File: src/hw/rtl/keypad_code_lock_core_assert.svh
// Assertion macros for the keypad code lock RTL.
// Define ASSERT_OFF to compile the checks out.
`ifndef KEYPAD_CODE_LOCK_CORE_ASSERT_SVH
`define KEYPAD_CODE_LOCK_CORE_ASSERT_SVH
`ifndef ASSERT_OFF
`define KCL_ASSERT_ALWAYS(label, clk, rst_n, cond) \
	label: assert property (@(posedge clk) disable iff (!rst_n) (cond)) \
		else $error("keypad code lock check failed");
`define KCL_ASSERT_NEXT(label, clk, rst_n, ante, cons) \
	label: assert property (@(posedge clk) disable iff (!rst_n) (ante) |=> (cons)) \
		else $error("keypad code lock check failed");
`else
`define KCL_ASSERT_ALWAYS(label, clk, rst_n, cond)
`define KCL_ASSERT_NEXT(label, clk, rst_n, ante, cons)
`endif
`endif

File: src/hw/rtl/kcl_pkg.sv
`default_nettype none
package kcl_pkg;

	localparam int CODE_BYTES    = 6;
	localparam int MAX_ENTRY_DEF = 6;

	typedef enum logic [1:0] {
		PH_USER = 2'd0,
		PH_PASS = 2'd1,
		PH_CTRL = 2'd2
	} phase_t;

	typedef enum logic [3:0] {
		EV_IGNORED  = 4'd0,
		EV_TAKEN    = 4'd1,
		EV_DELETED  = 4'd2,
		EV_NAME_BAD = 4'd3,
		EV_NAME_OK  = 4'd4,
		EV_PASS_BAD = 4'd5,
		EV_PASS_OK  = 4'd6,
		EV_LOCKED   = 4'd7,
		EV_EXIT     = 4'd8
	} ev_t;

	typedef enum logic [2:0] {
		CFG_USER_CODE   = 3'd0,
		CFG_USER_LENGTH = 3'd1,
		CFG_PASS_CODE   = 3'd2,
		CFG_PASS_LENGTH = 3'd3,
		CFG_MAX_TRIALS  = 3'd4
	} cfg_idx_t;

	localparam logic [7:0] KEY_E     = 8'h45;
	localparam logic [7:0] KEY_C     = 8'h43;
	localparam logic [7:0] KEY_5     = 8'h35;
	localparam logic [7:0] KEY_6     = 8'h36;
	localparam logic [7:0] KEY_8     = 8'h38;
	localparam logic [7:0] KEY_9     = 8'h39;
	localparam logic [7:0] KEY_PLUS  = 8'h2B;
	localparam logic [7:0] KEY_MINUS = 8'h2D;
	localparam logic [7:0] KEY_SLASH = 8'h2F;
	localparam logic [7:0] KEY_STAR  = 8'h2A;
	localparam logic [7:0] KEY_0     = 8'h30;

	localparam logic [47:0] USER_CODE_RST   = 48'd241343411505;
	localparam logic [2:0]  USER_LENGTH_RST = 3'd5;
	localparam logic [47:0] PASS_CODE_RST   = 48'd245755491121;
	localparam logic [2:0]  PASS_LENGTH_RST = 3'd5;
	localparam logic [7:0]  MAX_TRIALS_RST  = 8'd3;

	typedef struct packed {
		logic [47:0] user_code;
		logic [2:0]  user_length;
		logic [47:0] pass_code;
		logic [2:0]  pass_length;
		logic [7:0]  max_trials;
	} cfg_t;

	typedef struct packed {
		phase_t      phase;
		ev_t         ev;
		logic [7:0]  failures;
		logic        fan;
		logic        light;
		logic        alarm;
	} lock_stat_t;

	function automatic logic is_entry_key(input logic [7:0] k);
		return (k >= KEY_0 && k <= KEY_9) || k == KEY_PLUS || k == KEY_MINUS ||
			k == KEY_SLASH || k == KEY_STAR;
	endfunction

endpackage
`default_nettype wire

File: src/hw/rtl/kcl_key_if.sv
`default_nettype none
interface kcl_key_if;
	logic       valid;
	logic       ready;
	logic [7:0] key;

	modport source (output valid, output key, input ready);
	modport sink (input valid, input key, output ready);
endinterface
`default_nettype wire

File: src/hw/rtl/kcl_res_if.sv
`default_nettype none
interface kcl_res_if #(
	parameter int CNT_W = 3
);
	logic             valid;
	logic             ready;
	logic [1:0]       phase;
	logic [3:0]       event_res;
	logic [CNT_W-1:0] entry_count;
	logic [7:0]       failures;
	logic             fan_on;
	logic             light_on;
	logic             alarm_on;

	modport source (output valid, output phase, output event_res, output entry_count,
		output failures, output fan_on, output light_on, output alarm_on, input ready);
	modport sink (input valid, input phase, input event_res, input entry_count,
		input failures, input fan_on, input light_on, input alarm_on, output ready);
endinterface
`default_nettype wire

File: src/hw/rtl/kcl_cfg_if.sv
`default_nettype none
interface kcl_cfg_if;
	logic        valid;
	logic        ready;
	logic [2:0]  index;
	logic [47:0] data;

	modport source (output valid, output index, output data, input ready);
	modport sink (input valid, input index, input data, output ready);
endinterface
`default_nettype wire

File: src/hw/rtl/kcl_cfg_regs.sv
`default_nettype none
module kcl_cfg_regs (
	input  wire logic    clk,
	input  wire logic    arst_n,
	kcl_cfg_if.sink      cfg,
	output kcl_pkg::cfg_t regs
);
	import kcl_pkg::*;

	cfg_t regs_q;

	assign cfg.ready = 1'b1;
	assign regs      = regs_q;

	always_ff @(posedge clk or negedge arst_n) begin
		if (!arst_n) begin
			regs_q.user_code   <= USER_CODE_RST;
			regs_q.user_length <= USER_LENGTH_RST;
			regs_q.pass_code   <= PASS_CODE_RST;
			regs_q.pass_length <= PASS_LENGTH_RST;
			regs_q.max_trials  <= MAX_TRIALS_RST;
		end else if (cfg.valid) begin
			case (cfg.index)
				CFG_USER_CODE: begin
					regs_q.user_code <= cfg.data;
				end
				CFG_USER_LENGTH: begin
					regs_q.user_length <= cfg.data[2:0];
				end
				CFG_PASS_CODE: begin
					regs_q.pass_code <= cfg.data;
				end
				CFG_PASS_LENGTH: begin
					regs_q.pass_length <= cfg.data[2:0];
				end
				CFG_MAX_TRIALS: begin
					regs_q.max_trials <= cfg.data[7:0];
				end
				default: begin
				end
			endcase
		end
	end
endmodule
`default_nettype wire

File: src/hw/rtl/kcl_lock_fsm.sv
`default_nettype none
`include "keypad_code_lock_core_assert.svh"
module kcl_lock_fsm #(
	parameter int MAX_ENTRY = kcl_pkg::MAX_ENTRY_DEF,
	parameter int LEN_W     = $clog2(MAX_ENTRY + 1)
) (
	input  wire logic          clk,
	input  wire logic          arst_n,
	input  wire logic          step,
	input  wire logic [7:0]    key,
	input  wire kcl_pkg::cfg_t cfg,
	output kcl_pkg::lock_stat_t stat,
	output logic [LEN_W-1:0]   entry_count
);
	import kcl_pkg::*;

	localparam int IDX_W = (MAX_ENTRY > 1) ? $clog2(MAX_ENTRY) : 1;
	localparam int CMP_N = (MAX_ENTRY < CODE_BYTES) ? MAX_ENTRY : CODE_BYTES;
	localparam int CMP_W = (LEN_W > 3) ? LEN_W : 3;

	phase_t           phase_q;
	logic [LEN_W-1:0] entry_len_q;
	logic [7:0]       fail_q;
	logic             fan_q;
	logic             light_q;
	logic             alarm_q;
	logic [7:0]       buf_q [MAX_ENTRY];

	phase_t           phase_d;
	ev_t              ev_d;
	logic [LEN_W-1:0] entry_len_d;
	logic [7:0]       fail_d;
	logic             fan_d;
	logic             light_d;
	logic             alarm_d;

	logic             edit_wr;
	ev_t              edit_ev;
	logic [LEN_W-1:0] edit_len;
	logic             user_ok;
	logic             pass_ok;
	logic [7:0]       fail_inc;
	logic [CMP_N-1:0] user_byte_ok;
	logic [CMP_N-1:0] pass_byte_ok;

	// A check passes only when the lengths agree exactly and every held character matches.
	always_comb begin
		for (int i = 0; i < CMP_N; i++) begin
			user_byte_ok[i] = (i >= int'(entry_len_q)) || (buf_q[i] == cfg.user_code[8*i +: 8]);
			pass_byte_ok[i] = (i >= int'(entry_len_q)) || (buf_q[i] == cfg.pass_code[8*i +: 8]);
		end
		user_ok = (cfg.user_length != 3'd0) && (cfg.user_length <= 3'(CODE_BYTES)) &&
			(CMP_W'(cfg.user_length) == CMP_W'(entry_len_q)) && (&user_byte_ok);
		pass_ok = (cfg.pass_length != 3'd0) && (cfg.pass_length <= 3'(CODE_BYTES)) &&
			(CMP_W'(cfg.pass_length) == CMP_W'(entry_len_q)) && (&pass_byte_ok);
	end

	always_comb begin
		edit_wr  = 1'b0;
		edit_ev  = EV_IGNORED;
		edit_len = entry_len_q;
		if (is_entry_key(key)) begin
			if (entry_len_q < LEN_W'(MAX_ENTRY)) begin
				edit_wr  = 1'b1;
				edit_len = entry_len_q + LEN_W'(1);
				edit_ev  = EV_TAKEN;
			end
		end else if (key == KEY_C && entry_len_q != '0) begin
			edit_len = entry_len_q - LEN_W'(1);
			edit_ev  = EV_DELETED;
		end
	end

	assign fail_inc = (fail_q != 8'hFF) ? fail_q + 8'd1 : fail_q;

	always_comb begin
		phase_d     = phase_q;
		ev_d        = EV_IGNORED;
		entry_len_d = entry_len_q;
		fail_d      = fail_q;
		fan_d       = fan_q;
		light_d     = light_q;
		alarm_d     = alarm_q;
		case (phase_q)
			PH_CTRL: begin
				case (key)
					KEY_5: begin
						fan_d = 1'b1;
						ev_d  = EV_TAKEN;
					end
					KEY_6: begin
						fan_d = 1'b0;
						ev_d  = EV_TAKEN;
					end
					KEY_8: begin
						light_d = 1'b1;
						ev_d    = EV_TAKEN;
					end
					KEY_9: begin
						light_d = 1'b0;
						ev_d    = EV_TAKEN;
					end
					KEY_C: begin
						fail_d      = '0;
						entry_len_d = '0;
						phase_d     = PH_USER;
						ev_d        = EV_EXIT;
					end
					default: begin
					end
				endcase
			end
			PH_PASS: begin
				if (key == KEY_E) begin
					entry_len_d = '0;
					if (pass_ok) begin
						phase_d = PH_CTRL;
						ev_d    = EV_PASS_OK;
					end else begin
						fail_d = fail_inc;
						if (fail_inc >= cfg.max_trials) begin
							alarm_d = 1'b1;
							phase_d = PH_USER;
							ev_d    = EV_LOCKED;
						end else begin
							ev_d = EV_PASS_BAD;
						end
					end
				end else begin
					entry_len_d = edit_len;
					ev_d        = edit_ev;
				end
			end
			default: begin
				phase_d = PH_USER;
				if (key == KEY_E) begin
					entry_len_d = '0;
					if (!user_ok) begin
						ev_d = EV_NAME_BAD;
					end else if (alarm_q) begin
						ev_d = EV_LOCKED;
					end else begin
						phase_d = PH_PASS;
						ev_d    = EV_NAME_OK;
					end
				end else begin
					entry_len_d = edit_len;
					ev_d        = edit_ev;
				end
			end
		endcase
	end

	always_ff @(posedge clk or negedge arst_n) begin
		if (!arst_n) begin
			phase_q     <= PH_USER;
			entry_len_q <= '0;
			fail_q      <= '0;
			fan_q       <= 1'b0;
			light_q     <= 1'b0;
			alarm_q     <= 1'b0;
		end else if (step) begin
			phase_q     <= phase_d;
			entry_len_q <= entry_len_d;
			fail_q      <= fail_d;
			fan_q       <= fan_d;
			light_q     <= light_d;
			alarm_q     <= alarm_d;
		end
	end

	// Only entries below the fill count are ever compared, so the buffer needs no reset.
	always_ff @(posedge clk) begin
		if (step && edit_wr && (phase_q != PH_CTRL) && (key != KEY_E)) begin
			buf_q[entry_len_q[IDX_W-1:0]] <= key;
		end
	end

	assign stat.phase    = phase_d;
	assign stat.ev       = ev_d;
	assign stat.failures = fail_d;
	assign stat.fan      = fan_d;
	assign stat.light    = light_d;
	assign stat.alarm    = alarm_d;
	assign entry_count   = entry_len_d;

	`KCL_ASSERT_ALWAYS(a_len_in_range, clk, arst_n, entry_len_q <= LEN_W'(MAX_ENTRY))
	`KCL_ASSERT_NEXT(a_alarm_latched, clk, arst_n, alarm_q, alarm_q)
	`KCL_ASSERT_NEXT(a_no_pass_after_lockout, clk, arst_n, alarm_q && phase_q != PH_PASS, phase_q != PH_PASS)
	`KCL_ASSERT_NEXT(a_exit_clears, clk, arst_n, step && phase_q == PH_CTRL && key == KEY_C, entry_len_q == '0 && fail_q == '0 && phase_q == PH_USER)
endmodule
`default_nettype wire

File: src/hw/rtl/keypad_code_lock_core.sv
// Keypad code lock: one keypad character per word on the keys channel, one status word per
// character on the results channel. A new character can be taken every cycle as long as results
// are taken. Each one is held in the input register, and its result is captured in the result
// register on the edge that moves it on; the lock state and entry buffer are updated on that
// same edge, while both code compares are combinational on the held character.
// Configuration writes are always accepted and take effect at once; write them only while no
// character is in flight.
`default_nettype none
module keypad_code_lock_core #(
	parameter int MAX_ENTRY = kcl_pkg::MAX_ENTRY_DEF
) (
	input  wire logic clk,
	input  wire logic arst_n,
	kcl_key_if.sink   keys,
	kcl_res_if.source results,
	kcl_cfg_if.sink   cfg
);
	import kcl_pkg::*;

	localparam int LEN_W = $clog2(MAX_ENTRY + 1);

	cfg_t             cfg_regs;
	lock_stat_t       stat;
	logic [LEN_W-1:0] entry_count;

	logic             key_vld_s1;
	logic [7:0]       key_s1;
	logic             res_vld_s2;
	lock_stat_t       stat_s2;
	logic [LEN_W-1:0] count_s2;

	logic             advance;
	logic             step;

	assign advance    = !res_vld_s2 || results.ready;
	assign keys.ready = !key_vld_s1 || advance;
	assign step       = key_vld_s1 && advance;

	kcl_cfg_regs u_cfg (
		.clk    (clk),
		.arst_n (arst_n),
		.cfg    (cfg),
		.regs   (cfg_regs)
	);

	kcl_lock_fsm #(
		.MAX_ENTRY (MAX_ENTRY),
		.LEN_W     (LEN_W)
	) u_fsm (
		.clk         (clk),
		.arst_n      (arst_n),
		.step        (step),
		.key         (key_s1),
		.cfg         (cfg_regs),
		.stat        (stat),
		.entry_count (entry_count)
	);

	always_ff @(posedge clk or negedge arst_n) begin
		if (!arst_n) begin
			key_vld_s1 <= 1'b0;
			res_vld_s2 <= 1'b0;
		end else begin
			if (keys.ready) begin
				key_vld_s1 <= keys.valid;
			end
			if (advance) begin
				res_vld_s2 <= key_vld_s1;
			end
		end
	end

	always_ff @(posedge clk) begin
		if (keys.valid && keys.ready) begin
			key_s1 <= keys.key;
		end
		if (step) begin
			stat_s2  <= stat;
			count_s2 <= entry_count;
		end
	end

	assign results.valid       = res_vld_s2;
	assign results.phase       = 2'(stat_s2.phase);
	assign results.event_res   = 4'(stat_s2.ev);
	assign results.entry_count = count_s2;
	assign results.failures    = stat_s2.failures;
	assign results.fan_on      = stat_s2.fan;
	assign results.light_on    = stat_s2.light;
	assign results.alarm_on    = stat_s2.alarm;
endmodule
`default_nettype wire

File: src/flat_wrapper.sv
// flat-port wrapper written by rule: the top's interface ports become plain ports
module keypad_code_lock_core_flat import kcl_pkg::*;
#(
	parameter int MAX_ENTRY = kcl_pkg::MAX_ENTRY_DEF
)
  (clk, arst_n, keys_valid, keys_key, keys_ready, results_valid, results_phase, results_event_res, results_entry_count, results_failures, results_fan_on, results_light_on, results_alarm_on, results_ready, cfg_valid, cfg_index, cfg_data, cfg_ready);
  kcl_key_if keys_i ();
  kcl_res_if results_i ();
  kcl_cfg_if cfg_i ();
  input  wire logic clk;
  input  wire logic arst_n;
  input wire logic [$bits(keys_i.valid)-1:0] keys_valid;
  input wire logic [$bits(keys_i.key)-1:0] keys_key;
  output wire logic [$bits(keys_i.ready)-1:0] keys_ready;
  output wire logic [$bits(results_i.valid)-1:0] results_valid;
  output wire logic [$bits(results_i.phase)-1:0] results_phase;
  output wire logic [$bits(results_i.event_res)-1:0] results_event_res;
  output wire logic [$bits(results_i.entry_count)-1:0] results_entry_count;
  output wire logic [$bits(results_i.failures)-1:0] results_failures;
  output wire logic [$bits(results_i.fan_on)-1:0] results_fan_on;
  output wire logic [$bits(results_i.light_on)-1:0] results_light_on;
  output wire logic [$bits(results_i.alarm_on)-1:0] results_alarm_on;
  input wire logic [$bits(results_i.ready)-1:0] results_ready;
  input wire logic [$bits(cfg_i.valid)-1:0] cfg_valid;
  input wire logic [$bits(cfg_i.index)-1:0] cfg_index;
  input wire logic [$bits(cfg_i.data)-1:0] cfg_data;
  output wire logic [$bits(cfg_i.ready)-1:0] cfg_ready;
  assign keys_i.valid = keys_valid;
  assign keys_i.key = keys_key;
  assign keys_ready = keys_i.ready;
  assign results_valid = results_i.valid;
  assign results_phase = results_i.phase;
  assign results_event_res = results_i.event_res;
  assign results_entry_count = results_i.entry_count;
  assign results_failures = results_i.failures;
  assign results_fan_on = results_i.fan_on;
  assign results_light_on = results_i.light_on;
  assign results_alarm_on = results_i.alarm_on;
  assign results_i.ready = results_ready;
  assign cfg_i.valid = cfg_valid;
  assign cfg_i.index = cfg_index;
  assign cfg_i.data = cfg_data;
  assign cfg_ready = cfg_i.ready;
  keypad_code_lock_core #(.MAX_ENTRY(MAX_ENTRY)) u_core (.clk(clk), .arst_n(arst_n), .keys(keys_i), .results(results_i), .cfg(cfg_i));
endmodule
File: config.mk
export PLATFORM = sky130hd
export DESIGN_NAME = keypad_code_lock_core_flat
export DESIGN_NICKNAME = d
export VERILOG_FILES = /design/src/hw/rtl/kcl_pkg.sv /design/src/hw/rtl/kcl_key_if.sv /design/src/hw/rtl/kcl_res_if.sv /design/src/hw/rtl/kcl_cfg_if.sv /design/src/hw/rtl/kcl_cfg_regs.sv /design/src/hw/rtl/kcl_lock_fsm.sv /design/src/hw/rtl/keypad_code_lock_core.sv /design/src/flat_wrapper.sv
export VERILOG_INCLUDE_DIRS = /design/src /design/src/hw/rtl
export SDC_FILE = /design/constraint.sdc
export NUM_CORES = 1
export LEC_CHECK = 0
export BUFFER_PORTS_ARGS = -buffer_cell sky130_fd_sc_hd__buf_2
export CAP_MARGIN = 5
export CORE_ASPECT_RATIO = 0.8
export CORE_MARGIN = 8
export CORE_UTILIZATION = 45
export DETAILED_ROUTE_END_ITERATION = 16
export HOLD_SLACK_MARGIN = 0.12
export SLEW_MARGIN = 0
export SYNTH_ARGS = -nofsm -noshare
export SYNTH_HDL_FRONTEND = slang
export SYNTH_SLANG_ARGS = --single-unit
File: constraint.sdc
create_clock -name clk -period 3.75 [get_ports clk]
set_clock_uncertainty 0.15 [all_clocks]
set_input_delay 0.5625 -clock clk [delete_from_list [all_inputs] [get_ports clk]]
set_output_delay 0.5625 -clock clk [all_outputs]
set_load 0.005 [all_outputs]
---- Yosys cells after proc, flatten, opt, wreduce, memory -nomap -nowiden ----
Memories as Yosys holds them, arrays and structs flattened.
Cells that the tools add are included.
cells by class
  $add $sub $neg .......................... 3
  multipliers ............................. 0
  div/mod/pow operators ................... 0
  magnitude comparators ................... 12
  equal/unequal tests ..................... 33
  shift operators ......................... 0
  mux-type cells .......................... 42
  bitwise gates (word level) .............. 0
  reductions and logical operators ........ 45
operators by type and width
  kind                                                                               count
  8-bit == test                                                                      12
  8-bit by 6-bit == test with 1-bit output (second input constant)                   8
  8-bit 2-to-1 mux                                                                   4
  3-bit 2-to-1 mux                                                                   7
  1-bit logical OR                                                                   18
  8-bit by 7-bit == test with 1-bit output (second input constant)                   2
  2-bit 2-to-1 mux                                                                   8
  4-bit one-hot mux with 2 select lines                                              2
  8-bit one-hot mux with 2 select lines                                              1
  1-bit 2-to-1 mux                                                                   14
  1-bit logical AND                                                                  13
  4-bit 2-to-1 mux                                                                   3
  6-bit AND reduction                                                                2
  2-bit AND reduction                                                                5
  3-bit nonzero test                                                                 3
  8-bit by 1-bit adder with 8-bit output (second input constant)                     1
  8-bit by 6-bit >= comparator with 1-bit output (second input constant)             1
  8-bit >= comparator                                                                1
  8-bit by 6-bit less-or-equal comparator with 1-bit output (second input constant)  1
  8-bit by 7-bit inequality test with 1-bit output (second input constant)           1
  8-bit inequality test (second input constant)                                      1
  3-bit by 2-bit == test with 1-bit output (second input constant)                   2
  3-bit == test                                                                      2
  1-bit by 3-bit >= comparator with 1-bit output (first input constant)              2
  16 further kinds                                                                   21
word-level totals
  register bits ........................... 156
  bits in latches ......................... 0
  RAM bits ................................ 48
  memory bits (read-only) ................. 0
  bits of input ports ..................... 64
  output and inout bits ................... 23
  logic and storage cells ................. 157
  memories kept ........................... 1
memories
  memory              depth  bits a word  read ports  clocked after Yosys merged registers in  write ports  line                source
  u_core.u_fsm.buf_q  6      8            6           0                                        1            kcl_lock_fsm.sv:27  logic [7:0] buf_q [MAX_ENTRY];

---- Depth between registers and ports, before layout ----
Gate-level depths: netlist (run 1).
  word-level depth ........................ 12
  mapped depth ............................ 14

---- Hierarchy ----
A second synthesis (run 1) with hierarchy kept.
unflattened totals
  cell total of the unflattened synthesis .. 719
  area, all modules ....................... 9800.6 sq um
modules (own cells, without submodules)
  module                 instances  cells each  area each (sq um)  seq. area each (sq um)
  kcl_lock_fsm           1          445         4564.4             1841.8
  kcl_cfg_regs           1          238         4291.6             2801.4
  keypad_code_lock_core  1          36          944.7              890.9

---- Worst setup path after synthesis (run 1) ----
Ideal clock, no wire load.
  path type ............................... reg2reg
  start ................................... reg u_core.u_fsm.fail_q[1]
  end ..................................... reg u_core.stat_s2 (netlist bit u_core.results.phase[0]), data pin
  setup time .............................. 0.129 ns
  data arrival time ....................... 3.031 ns
  path slack .............................. 0.440 ns
  cell stages (with the launch flop) ...... 15
  period minus slack after synthesis ...... 3.310 ns
  cell sequence ........................... dfrtp_1 ha_1 nand3_1 or2_2 clkbuf_1 nand3_1 o21a_1 ha_1 a21o_1 a211oi_1 o21ai_0 a21oi_1 o21ai_0 a2111oi_0 or2_2
RTL lines
  what                    line                         source
  from (decl)             kcl_lock_fsm.sv:23           logic [7:0] fail_q;
  from (signal assigned)  kcl_lock_fsm.sv:165          fail_q <= fail_d;
  to (signal assigned)    keypad_code_lock_core.sv:78  stat_s2 <= stat;
  to (decl)               keypad_code_lock_core.sv:29  lock_stat_t stat_s2;

==> results.txt, run 1 <==
Of the synthesized area, sequential elements account for slightly below 60%. The net load switching power came out at 0.001767 W. The clock latency reported for the late side of the worst-skew pair came out at roughly 0.50 ns. The maximum fanout count along the critical path is 10. The most used standard cell by instance count after synthesis is mux2_2. The worst setup path is launched from a flip-flop. The standard-cell row count came out at 47. After the first detailed-routing iteration, the DRC count stood at between 300 and 400. The switching share of total power is roughly 28%. The number of buffers added on ports came out at 85. The first TritonRoute pass finished after 5 iterations. The portion of total power attributed to sequential cells came out at 47.3%. The post-route DRC violation count came out at 0. The largest family of logic cells by synthesized area is multiplexers.

Using the TritonRoute via totals, the vias-per-cell ratio works out to 5.560. By area the synthesized netlist is led by edfxtp_1, dfrtp_1, mux2_2. The worst setup path is captured at a flip-flop. The final antenna diode count is 0. Walking the worst path, the cells encountered are ha_1, nand3_1, or2_2, nand3_1, o21a_1, ha_1, a21o_1, a211oi_1, o21ai_0, a21oi_1, o21ai_0, a2111oi_2, or2_2. The clock transition time at the flip-flop clock pins of the worst setup and hold paths came out at 0.06 ns. The global placement routability congestion is just over 0.9.

Summing the areas of all compound-gate instances in the mapped netlist gives 6.683% of the synthesized area. The initial antenna violation count is 0. The library cell with the largest summed area after synthesis is edfxtp_1. In the synthesized netlist the dominant register cell turns out to be dfrtp_1. The die width came out at 178.4 microns.

The number of CTS-inserted buffers came out at 22. The leakage power came out at between 4 and 5 nW. The first global-routing pass estimated 35.80 mm of wire. The number of synthesized flops with an enable pin came out at 76. The simple-gate portion of the synthesized area came out at 8.239%. The maximum number of pins on one net before global-route repair came out at 59. The post-synthesis sequential element count came out at 204.

Grouping stages by cell kind, the critical path spends the most delay in compound AO/OA/AOI/OAI gates. The combinational group share of total power came out at 18.9%. The slowest stage of the critical path belongs to the cell dfrtp_2. The number of antenna-violating nets in the routed design is 0. The number of ports placed on the die boundary came out at 87.

In the global route stage, overall resource usage came out at 17.20%. The wire-length estimate of the detail-placed layout is about 16 mm. In the synthesized netlist the async set-or-reset flop fraction comes to 62.75%.

In the final routed layout, each cell accounts on average for between 20 and 25 microns. The synthesized instance count is 714. TritonCTS built the clock tree. The xor/xnor cell area share of the yosys netlist came out at about a tenth. The max-capacitance violation count came out at 0. The die area came out at 0.02602 sq mm. The number of nets in the layout came out at 903. Internal power comes to between 0.004 and 0.005 W. Clock tree synthesis selected as its root buffer the cell clkbuf_16. The maximum achievable frequency came out at 0.2812 GHz. Buffers added to address setup during post-CTS repair amount to 0.

For the pin with the worst max-slew slack, the measured transition is 1.169 ns. The sum of internal, switching and leakage power came out at 0.006366 W. The flow ran to the end, and the final reports show no timing, DRC or antenna violations. The die extent in y is 145.9 microns. The core area came out at just over 0.02 sq mm.

The area share of the largest cell type after synthesis is 24.04%. The ratio of total power to cell area is between 500 and 600 mW/mm^2. The cell area after synthesis is about 0.0095 sq mm. The shortest period the worst path allows came out at roughly 3.6 ns. In this design, the stage delay of the slowest critical-path cell is 0.42 ns. Counting every sink on the clock net gives 204. The worst setup path is of the flip-flop to flip-flop kind. The share of synthesized cell area in full adder, half adder and majority cells came out at 2.109%.

The final setup TNS came out at 0 ns. The worst path arrival time is 3.78 ns. The critical path data required time came out at 3.97 ns.

The headroom to the max-slew limit is 21.49%. The total non-filler cell area in the finished layout is 0.01112 sq mm. After global routing the overflow that remains totals 0.

The number of max-slew violations in the final report came out at 0. Relative to the synthesized area, the layout overhead comes to 17.20%. After synthesis, the share of cell area in mux cells is 13.13%. The fraction of layout cells with a size suffix above 1 is a little over a third. The average instance area after synthesis came out at 13.29 sq um. The total routed wirelength is 22.40 mm. Yosys mapped the design onto 65 distinct sky130hd cell types.

The net count after synthesis is just under 800. Setup repair after global routing left no endpoint under its margin. The worst supply voltage drop on vdd is 0.0003233 V. The maximum buffer depth of the clock tree came out at 3. After synthesis, the most frequently instantiated cells are mux2_2, dfrtp_1, xnor2_1.

The routed layout has 6,160 vias. In this run the number of H-tree levels came out at 1. The number of global-route vias before repair is 6,443. The part of the cycle the worst path needs is 94.83%.

The final count of hold timing violations came out at 0. The min-delay analysis places its worst path in the category input pin to flip-flop. The number of warnings issued by yosys is 0. The number of buffers and inverters on the critical path is 0.

The initial core utilization is between 40 and 50%. The total placed instance area came out at between 0.01 and 0.015 sq mm. The share of total power in the clock network came out at approximately a third. Setup violations remaining at the end of the flow were counted as 0.
logic make-up after synthesis:
kind of cell               count (synthesis)
AOI/OAI and AO/OA                         88
xor gates and xnor gates                 102
adders and majority gates                 16
buffers and inverters                     47
DFF                                      204
muxes                                    111
other                                      1
and+or+nand+nor                          145
cells in the final DEF (no fill, tap or decap), types with 3 or more instances in the layout:
cell type      netlist  routed
a211oi_1             3       3
a21oi_1             11      11
a31oi_1              3       3
a32o_1              12      12
and3_1               5       5
buf_2                2      84
buf_4                1      17
clkbuf_16            0      23
clkinv_2             0       8
clkinvlp_4           0       3
dfrtp_1             89      88
dfstp_2             39      39
dlygate4sd3_1        0      10
edfxtp_1            76      76
ha_1                16      16
inv_1               20      20
mux2_2             108     108
mux2i_1              3       3
nand2_1             34      34
nand2b_1             4       4
nand3_1             11      11
nand4_1             24      24
nor2_1              25      24
nor3_1              10      10
nor4_1               8       8
o211ai_1             3       3
o21a_1               4       4
o21ai_0             19      19
o21ai_1              3       3
o22ai_1              6       6
or2_2                3       3
xnor2_1             82      82
xor2_1              20      20
power by group through the flow:
stage	registers [W]	logic, W	clock network [W]
global placement	0.00303	0.00115	0
finish	0.00301	0.00120	0.00215
detailed placement	0.00305	0.00118	0
CTS	0.00301	0.00120	0.00222
floorplan	0.00293	0.000874	0
global route	0.00305	0.00133	0.00231
timing repair:
item / CTS / global route
endpoints found under the hold margin: 42 / 0
hold buffers: 10 / 0
gates resized for setup: 0 / 3
endpoints found under the setup margin: 0 / 2
path summary, 6_finish.rpt:
check                                             from                 endpoint  slack, ns  cells past startpoint
worst min register to register       u_core.key_vld_s1     u_core.results.valid       0.35                      1
worst max register to register  u_core.u_fsm.fail_q[1]  u_core.results.phase[0]       0.19                     13
min in group asynchronous                       arst_n   u_core.u_cfg.regs[108]       0.43                      2
max in group asynchronous                       arst_n    u_core.u_cfg.regs[72]       2.12                      3
worst min-delay path                      cfg_data[32]    u_core.u_cfg.regs[94]       0.15                      2
worst max-delay path            u_core.u_fsm.fail_q[1]  u_core.results.phase[0]       0.19                     13
area by class of cell:
| class | instances | area (sq um) |
|---|---|---|
| Clock buffer | 24 | 589.3 |
| Inverter | 20 | 75.07 |
| Clock inverter | 16 | 141.4 |
| Tap cell | 269 | 336.6 |
| Sequential cell | 204 | 5535 |
| Fill cell | 1746 | 9575 |
| Timing Repair Buffer | 112 | 668.1 |
| Multi-Input combinational cell | 463 | 3779 |
state kept, by name, summed over array words and instances, names as in the netlist, 3 cells and up:
signal,cells
u_core.u_fsm.fail_q,8
u_core.results.failures,8
u_core.u_cfg.regs,110
u_core.u_fsm.buf_q,48
u_core.u_fsm.entry_len_q,3
u_core.key_s1,8
u_core.results.entry_count,3
u_core.results.event_res,4
per-layer routing:
layer / wire length [microns] / vias up / GRT usage (%)
met3: 1226 / 42 / 3.449
met2: 9904 / 169 / 25.83
li1: - / 2837 / -
met1: 10750 / 3112 / 24.90
met5: 0 / - / 0
met4: 520 / 0 / 4.457
per-stage QoR:
step	setup slack [ns]	util, %	std cells	hold WS (ns)
floorplan	0.4399	-	714	0.1169
global placement	0.2705	49.69	1058	0.3238
detailed placement	0.03857	49.69	1058	0.3332
CTS	0.01554	53.71	1108	0.1359
global route	0.04486	53.74	1108	0.1423
finish	0.1937	53.74	1108	0.1541
(Power assumes the default switching activity.)
==> run 2, diff against run 1 <==
--- a/config.mk
+++ b/config.mk
@@ -8,11 +8,12 @@
 export LEC_CHECK = 0
 export BUFFER_PORTS_ARGS = -buffer_cell sky130_fd_sc_hd__buf_2
 export CAP_MARGIN = 5
-export CORE_ASPECT_RATIO = 0.8
+export CORE_ASPECT_RATIO = 1.1
 export CORE_MARGIN = 8
-export CORE_UTILIZATION = 45
+export CORE_UTILIZATION = 60
 export DETAILED_ROUTE_END_ITERATION = 16
 export HOLD_SLACK_MARGIN = 0.12
+export PLACE_DENSITY = 0.8
 export SLEW_MARGIN = 0
 export SYNTH_ARGS = -nofsm -noshare
 export SYNTH_HDL_FRONTEND = slang
==> results.txt, run 2 (synthesis results as in run 1) <==
The final antenna diode count came out at 0 (unchanged). The worst supply voltage drop on vdd came out at 0.0004223 V (+31%). In the layout the commonest cells are mux2_2, dfrtp_1, buf_2, xnor2_1, edfxtp_1. The start-to-end type of the worst setup path is flip-flop to flip-flop. The placed wire-length estimate after detailed placement is 15.17 mm (-4.3%). The final setup TNS came out at 0 ns (unchanged). The global routing stage identified its most utilized layer as met2. The global placement routability congestion came out at 0.8795 (-4.0%). The headroom to the max-slew limit came to 23.64% (+2.2 points).

The path class of the tightest hold or removal check is input pin to flip-flop. The number of nets in the layout came out at 901 (-0.22%). The leakage power is 4.293 nW (-0.37%). The post-route DRC violation count came out at 0 (unchanged). The ratio of total power to cell area came out at 574.7 mW/mm^2 (+0.42%). The post-layout instance count excluding filler cells is 1,037 (-6.4%). The via count normalized by instance count came out at 6.002 (+8.0%).

The maximum number of pins on one net before global-route repair is 69 (+17%). The tree is rooted in a clkbuf_16. The combinational group share of total power came out at 19.2% (+0.3 points). The portion of total power attributed to sequential cells came out at 47.5% (+0.2 points). The first-pass GRT wire length came out at 35.22 mm (-1.6%). The maximum achievable frequency came out at 0.2896 GHz (+3.0%). The leftover overflow at the end of global routing is 0 (unchanged). The average wire length per cell after detail routing came out at 21.24 microns (+5.1%). The net load switching power is 0.001730 W (-2.1%). The total global-route track usage came out at 22.11% (+4.9 points).

The element type at the critical path start is a flip-flop. The flip-flop count of the largest register after layout is 110 (unchanged). The final core area utilization is 70.48% (+17 points). Leaving out fill and tap cells, the most frequent cell in the layout is mux2_2.

The maximum cell stage delay along the critical path is 0.46 ns (+0.04 ns). The length of the first detailed-routing pass in iterations came out at 5 (unchanged). Setup repair after global routing left no endpoint under its margin. The standard-cell row count came out at 48 (+2.1%). The critical path data required time is 3.96 ns (about the same).

The global-route met1 utilization is 26.90% (+2.0 points). The number of antenna-violating nets in the routed design is 0 (unchanged). The cell at the slowest stage of the critical path is a2111oi_2. The total routed wirelength came to 22.03 mm (-1.7%). The number of placed cells counting well taps was 988 (-6.6%). The filler cell count is 1,079 (-38%). The met3 layer usage reported by global route came out at 3.870% (+0.42 points). The die extent in y is 147.9 microns (+1.4%). The number of buffers added on ports came to 85 (unchanged). The clock transition time at the flip-flop clock pins of the worst setup and hold paths is 0.06 ns (about the same). The number of max-slew violations in the final report came out at 0 (unchanged). The area of all sequential standard cells is 0.005537 sq mm (about the same). The clock latency reported for the late side of the worst-skew pair is 0.49 ns (about the same). The multi-input gate area in the final layout is 0.003781 sq mm (about the same). The maximum fanout count along the critical path came out at 10 (unchanged). The capturing element type of the critical path is a flip-flop.

The initial core utilization was 60.79% (+15 points). The core area was 0.01562 sq mm (-25%). The critical path goes through ha_1, nand3_1, or2_4, nand3_1, o21a_1, ha_1, a21o_1, a211oi_1, o21ai_0, a21oi_1, o21ai_0, a2111oi_2, or2_2. The fraction of layout cells with a size suffix above 1 is 35.72% (-0.51 points). The switching share of total power came to 27.36% (-0.39 points).

The cell-internal power is 0.004595 W (-0.11%). The die width was 135.9 microns (-24%). The number of ports placed on the die boundary is 87 (unchanged). TritonCTS built the clock tree. The initial antenna violation count is 0 (unchanged). The global routing usage on met2 came out at 39.16% (+13 points). The run finished with clean final reports. The number of CTS-inserted buffers is 22 (unchanged). The total setup violations reported at the end of the flow is 0 (unchanged). The number of clock sinks seen by CTS is 204 (unchanged).

The max-capacitance violation count came out at 0 (unchanged). The part of the cycle the worst path needs is 92.08% (-2.8 points). The number of DRC violations after detailed-routing iteration 0 came out at 454 (+42%). The slew at the pin closest to its max-slew limit came out at 1.137 ns (-0.03205 ns). The worst-case register-to-register setup slack is 0.30 ns (+0.10 ns). The final count of hold timing violations came out at 0 (unchanged). The detailed-route via count came out at 6,224 (+1.0%). The share of total power in the clock network is 33.3% (-0.5 points). The maximum buffer depth of the clock tree came out at 3 (unchanged). The worst path arrival time came out at 3.67 ns (-0.11 ns).

The sum of internal, switching and leakage power is 0.006325 W (-0.65%). The number of global-route vias before repair was 6,727 (+4.4%). Compared with the post-synthesis result, the final layout area differs by 15.95%. The die area is 0.02010 sq mm (-23%). The worst hold margin is 0.1478 ns (-0.006287 ns). The count of H-tree levels built during CTS came out at 1 (unchanged). The shortest period the worst path allows is 3.453 ns (-0.1032 ns).
run 2: changes by cell type in the layout (fill, tap and decap cells not counted), sizes merged:
cell,delta
clkbuf,+10
clkinv,-5
clkinvlp,-3
buf,-1
bufinv,-1
dlygate4sd3,-1
inv,-1
run 2: critical path, delay by kind of cell (launching register included):
kind / cells / cell delay, ns
compound gates: 7 / 1.55
simple gates: 4 / 0.73
fa+ha+maj: 2 / 0.47
flops: 1 / 0.42
run 2: power by group through the flow:
stage | logic, W | registers [W] | clock network, W
floorplan | 0.000874 | 0.00293 | 0
global placement | 0.00114 | 0.00301 | 0
detailed placement | 0.00119 | 0.00303 | 0
CTS | 0.00121 | 0.00300 | 0.00214
global route | 0.00133 | 0.00304 | 0.00224
finish | 0.00121 | 0.00300 | 0.00211
run 2: metal layers:
metal  wire (microns)  share of wire [%]  vias up
met5                0                  0        -
met4              572                2.6        0
met3             1398                6.3       51
met2            11360                 52      244
met1             8698                 39     3108
li1                 -                  -     2821
run 2: worst paths after layout:
check | from | end | depth (start not counted)
worst max-delay path | u_core.u_fsm.fail_q[1] | u_core.results.phase[0] | 13
min in group asynchronous | arst_n | u_core.u_cfg.regs[85] | 2
worst min register to register | u_core.u_cfg.regs[1] | u_core.u_cfg.regs[1] | 2
worst min-delay path | keys_valid | u_core.key_vld_s1 | 2
max in group asynchronous | arst_n | u_core.u_cfg.regs[0] | 3
worst max register to register | u_core.u_fsm.fail_q[1] | u_core.results.phase[0] | 13
run 2: cell type report:
class,instances,area share (%)
clock buffer,34,5.969
clock inverter,6,0.5002
inverter,20,0.6821
multi-input combinational,463,34.36
sequential,204,50.31
tap,200,2.274
timing repair buffer,110,5.912
run 2: metrics by stage:
step / cell area, sq um / setup slack [ns]
6_report: 11010 / 0.2970
5_1_grt: 11010 / 0.07285
4_1_cts: 10990 / 0.03725
3_5_place_dp: 10190 / 0.07525
3_3_place_gp: 10190 / 0.1949
2_1_floorplan: 9492 / 0.4399
run 2: repair_timing:
action,in CTS,in global routing
hold buffers,9,0
buffers inserted,0,0
setup endpoints to repair,0,2
resized for setup,0,5
hold endpoints to repair,34,0
==> run 3, diff against run 2 <==
--- a/config.mk
+++ b/config.mk
@@ -8,12 +8,14 @@
 export LEC_CHECK = 0
 export BUFFER_PORTS_ARGS = -buffer_cell sky130_fd_sc_hd__buf_2
 export CAP_MARGIN = 5
+export CELL_PAD_IN_SITES_DETAIL_PLACEMENT = 0
+export CELL_PAD_IN_SITES_GLOBAL_PLACEMENT = 1
 export CORE_ASPECT_RATIO = 1.1
 export CORE_MARGIN = 8
-export CORE_UTILIZATION = 60
+export CORE_UTILIZATION = 49
 export DETAILED_ROUTE_END_ITERATION = 16
 export HOLD_SLACK_MARGIN = 0.12
-export PLACE_DENSITY = 0.8
+export PLACE_DENSITY_LB_ADDON = 0.1
 export SLEW_MARGIN = 0
 export SYNTH_ARGS = -nofsm -noshare
 export SYNTH_HDL_FRONTEND = slang
==> results.txt, run 3 (synthesis results as in run 1) <==
The fraction of layout cells with a size suffix above 1 came out at 35.87% (+0.14 points). In the layout the commonest cells are mux2_2, dfrtp_1, buf_2, xnor2_1, edfxtp_1. The critical path data required time is 3.97 ns (about the same). The slew at the pin closest to its max-slew limit is 1.117 ns (-0.01944 ns). TritonCTS built the clock tree. The element type at the critical path start is a flip-flop. The headroom to the max-slew limit is 24.95% (+1.3 points). The number of ports placed on the die boundary came to 87 (unchanged). Setup repair after global routing left no endpoint under its margin. The global placement routability congestion came out at 0.8175 (-7.0%).

The average wire length per cell after detail routing is 20.32 microns (-4.3%). The clock transition time at the flip-flop clock pins of the worst setup and hold paths is 0.06 ns (about the same). The start point of the critical path is u_core.u_fsm.fail_q[1]. The via count normalized by instance count is 5.611 (-6.5%). The total global-route track usage is 18.61% (-3.5 points). The die area was 0.02408 sq mm (+20%). The final antenna diode count is 0 (unchanged). The leftover overflow at the end of global routing is 0 (unchanged).

The capturing point of the worst reg2reg path is u_core.results.phase[0]. The number of CTS-inserted buffers is 22 (unchanged). The initial core utilization is 49.87% (-11 points). The filler cell count came out at 1,548 (+43%). The worst supply voltage drop on vdd came to 0.0003718 V (-12%). The number of buffers added on ports is 85 (unchanged).

The worst hold margin was 0.1491 ns (+0.001273 ns). The flow ran to the end, and the final reports show no timing, DRC or antenna violations. The number of DRC violations after detailed-routing iteration 0 came out at 267 (-41%). The leakage power is 4.305 nW (+0.27%). The standard-cell row count is 53 (+10%).

The total placed instance area is 0.01028 sq mm (+0.87%). The shortest period the worst path allows is 3.454 ns (+0.001275 ns). The placed wire-length estimate after detailed placement is 15.36 mm (+1.3%). The length of the first detailed-routing pass in iterations is 7 (+2). The number of placed cells counting well taps is 1,039 (+5.2%). The number of nets in the layout came out at 906 (+0.55%). The core area came out at 0.01903 sq mm (+22%). The post-route DRC violation count came out at 0 (unchanged). The max-capacitance violation count is 0 (unchanged). The final count of hold timing violations is 0 (unchanged). The number of cells on the worst hold path came to 2 (unchanged). The total non-filler cell area in the finished layout was 0.01109 sq mm (+0.77%). The cell at the slowest stage of the critical path is dfrtp_2. The flip-flop count of the largest register after layout came out at 110 (unchanged). The number of max-slew violations in the final report is 0 (unchanged).

The number of antenna-violating nets in the routed design came out at 0 (unchanged). The worst path arrival time came out at 3.67 ns (about the same). The detailed-route via count came out at 6,110 (-1.8%). The count of H-tree levels built during CTS came out at 1 (unchanged). The maximum buffer depth of the clock tree is 3 (unchanged). The die extent in y is 162.0 microns (+9.5%). The signal on the critical path passes through ha_2, nand3_1, or2_4, nand3_1, o21a_1, ha_1, a21o_1, a211oi_1, o21ai_0, a21oi_1, o21ai_0, a2111oi_2, or2_2.

The number of setup buffers added after CTS is 0 (unchanged). The total setup violations reported at the end of the flow came out at 0 (unchanged). Compared with the post-synthesis result, the final layout area differs by 16.85%.

The terminating pin of the worst hold path is u_core.u_cfg.regs[93]. The number of global-route vias before repair came to 6,562 (-2.5%). By startpoint and endpoint, the worst setup path is classified as flip-flop to flip-flop. STA classifies the critical path endpoint as a flip-flop. The post-layout instance count excluding filler cells is 1,089 (+5.0%). The startpoint identified for the worst hold timing path is cfg_data[31]. The die width came out at 148.7 microns (+9.4%). The part of the cycle the worst path needs came out at 92.12% (about the same).

The number of clock sinks seen by CTS came to 204 (unchanged). The maximum cell stage delay along the critical path was 0.41 ns (-0.05 ns). The launch point of the worst reg-to-reg path is u_core.u_fsm.fail_q[1]. The master cell of the clock root buffer is clkbuf_16. The worst-case register-to-register setup slack is 0.30 ns (about the same). The total routed wirelength came to 22.13 mm (+0.45%). The maximum fanout count along the critical path is 10 (unchanged).

Leaving out fill and tap cells, the most frequent cell in the layout is mux2_2. The initial antenna violation count came out at 0 (unchanged). The clock latency reported for the late side of the worst-skew pair came out at 0.51 ns (+0.02 ns). The final setup TNS came out at 0 ns (unchanged). The min-delay analysis places its worst path in the category input pin to flip-flop. The logic depth of the worst register-to-register path was 13 (unchanged).

The maximum number of pins on one net before global-route repair is 62 (-10%). The ratio of total power to cell area came out at 569.6 mW/mm^2 (-0.89%). The maximum achievable frequency is 0.2895 GHz (about the same). The first-pass GRT wire length came to 35.56 mm (+0.96%).
run 3: cell types whose count changed in the layout (fill, tap and decap cells not counted), sizes merged:
cell | before | now
inv | 20 | 21
buf | 101 | 105
dlygate4sd3 | 9 | 10
clkinv | 5 | 4
run 3: what timing repair did:
action / 4_1_cts / 5_1_grt
hold buffers: 10 / 0
setup endpoints to repair: 0 / 2
endpoints found under the hold margin: 30 / 0
gates resized for setup: 0 / 6
run 3: layer usage:
metal | part of all wire [%] | GRT usage [%] | up-vias
met5 | 0 | 0 | -
met4 | 1.8 | 5.058 | 0
met3 | 4.0 | 2.949 | 36
met2 | 49 | 31.22 | 149
met1 | 45 | 24.53 | 3085
li1 | - | - | 2840
run 3: worst max-delay path by stage:
stage,to,cells past startpoint
floorplan,u_core.results.phase[0],14
global placement,u_core.results.phase[0],13
detailed placement,u_core.results.phase[0],13
CTS,u_core.results.phase[0],13
global route,u_core.results.phase[0],13
finish,u_core.results.phase[0],13
run 3: through the flow:
step,utilization [%],worst slack (ns),total power [W]
6_report,58.27,0.2957,0.006317
5_1_grt,58.27,0.07752,0.006625
4_1_cts,58.20,0.06555,0.006378
3_5_place_dp,54.02,0.07503,0.004254
3_3_place_gp,54.02,0.2385,0.004205
2_1_floorplan,-,0.4399,0.003808
run 3: worst max-delay path, delay by kind of cell, from the launching register on:
kind | cells | cell delay (ns)
adders and majority gates | 2 | 0.49
and+or+nand+nor | 4 | 0.73
DFF | 1 | 0.41
AOI/OAI and AO/OA | 7 | 1.54
run 3: final cells by class:
| class | count | area (sq um) | share of cell area (%) |
|---|---|---|---|
| Sequential cell | 204 | 5537 | 49.92 |
| Multi-Input combinational cell | 463 | 3784 | 34.12 |
| Timing Repair Buffer | 115 | 690.7 | 6.227 |
| Clock buffer | 34 | 636.9 | 5.742 |
| Tap cell | 247 | 309.0 | 2.787 |
| Inverter | 20 | 75.07 | 0.6769 |
| Clock inverter | 6 | 58.81 | 0.5302 |
run 3: report_power, final:
group | switching, W | total [W] | internal [W]
registers | 0.000227 | 0.00295 | 0.00272
logic | 0.000654 | 0.00127 | 0.000614
clock network | 0.000858 | 0.00210 | 0.00124
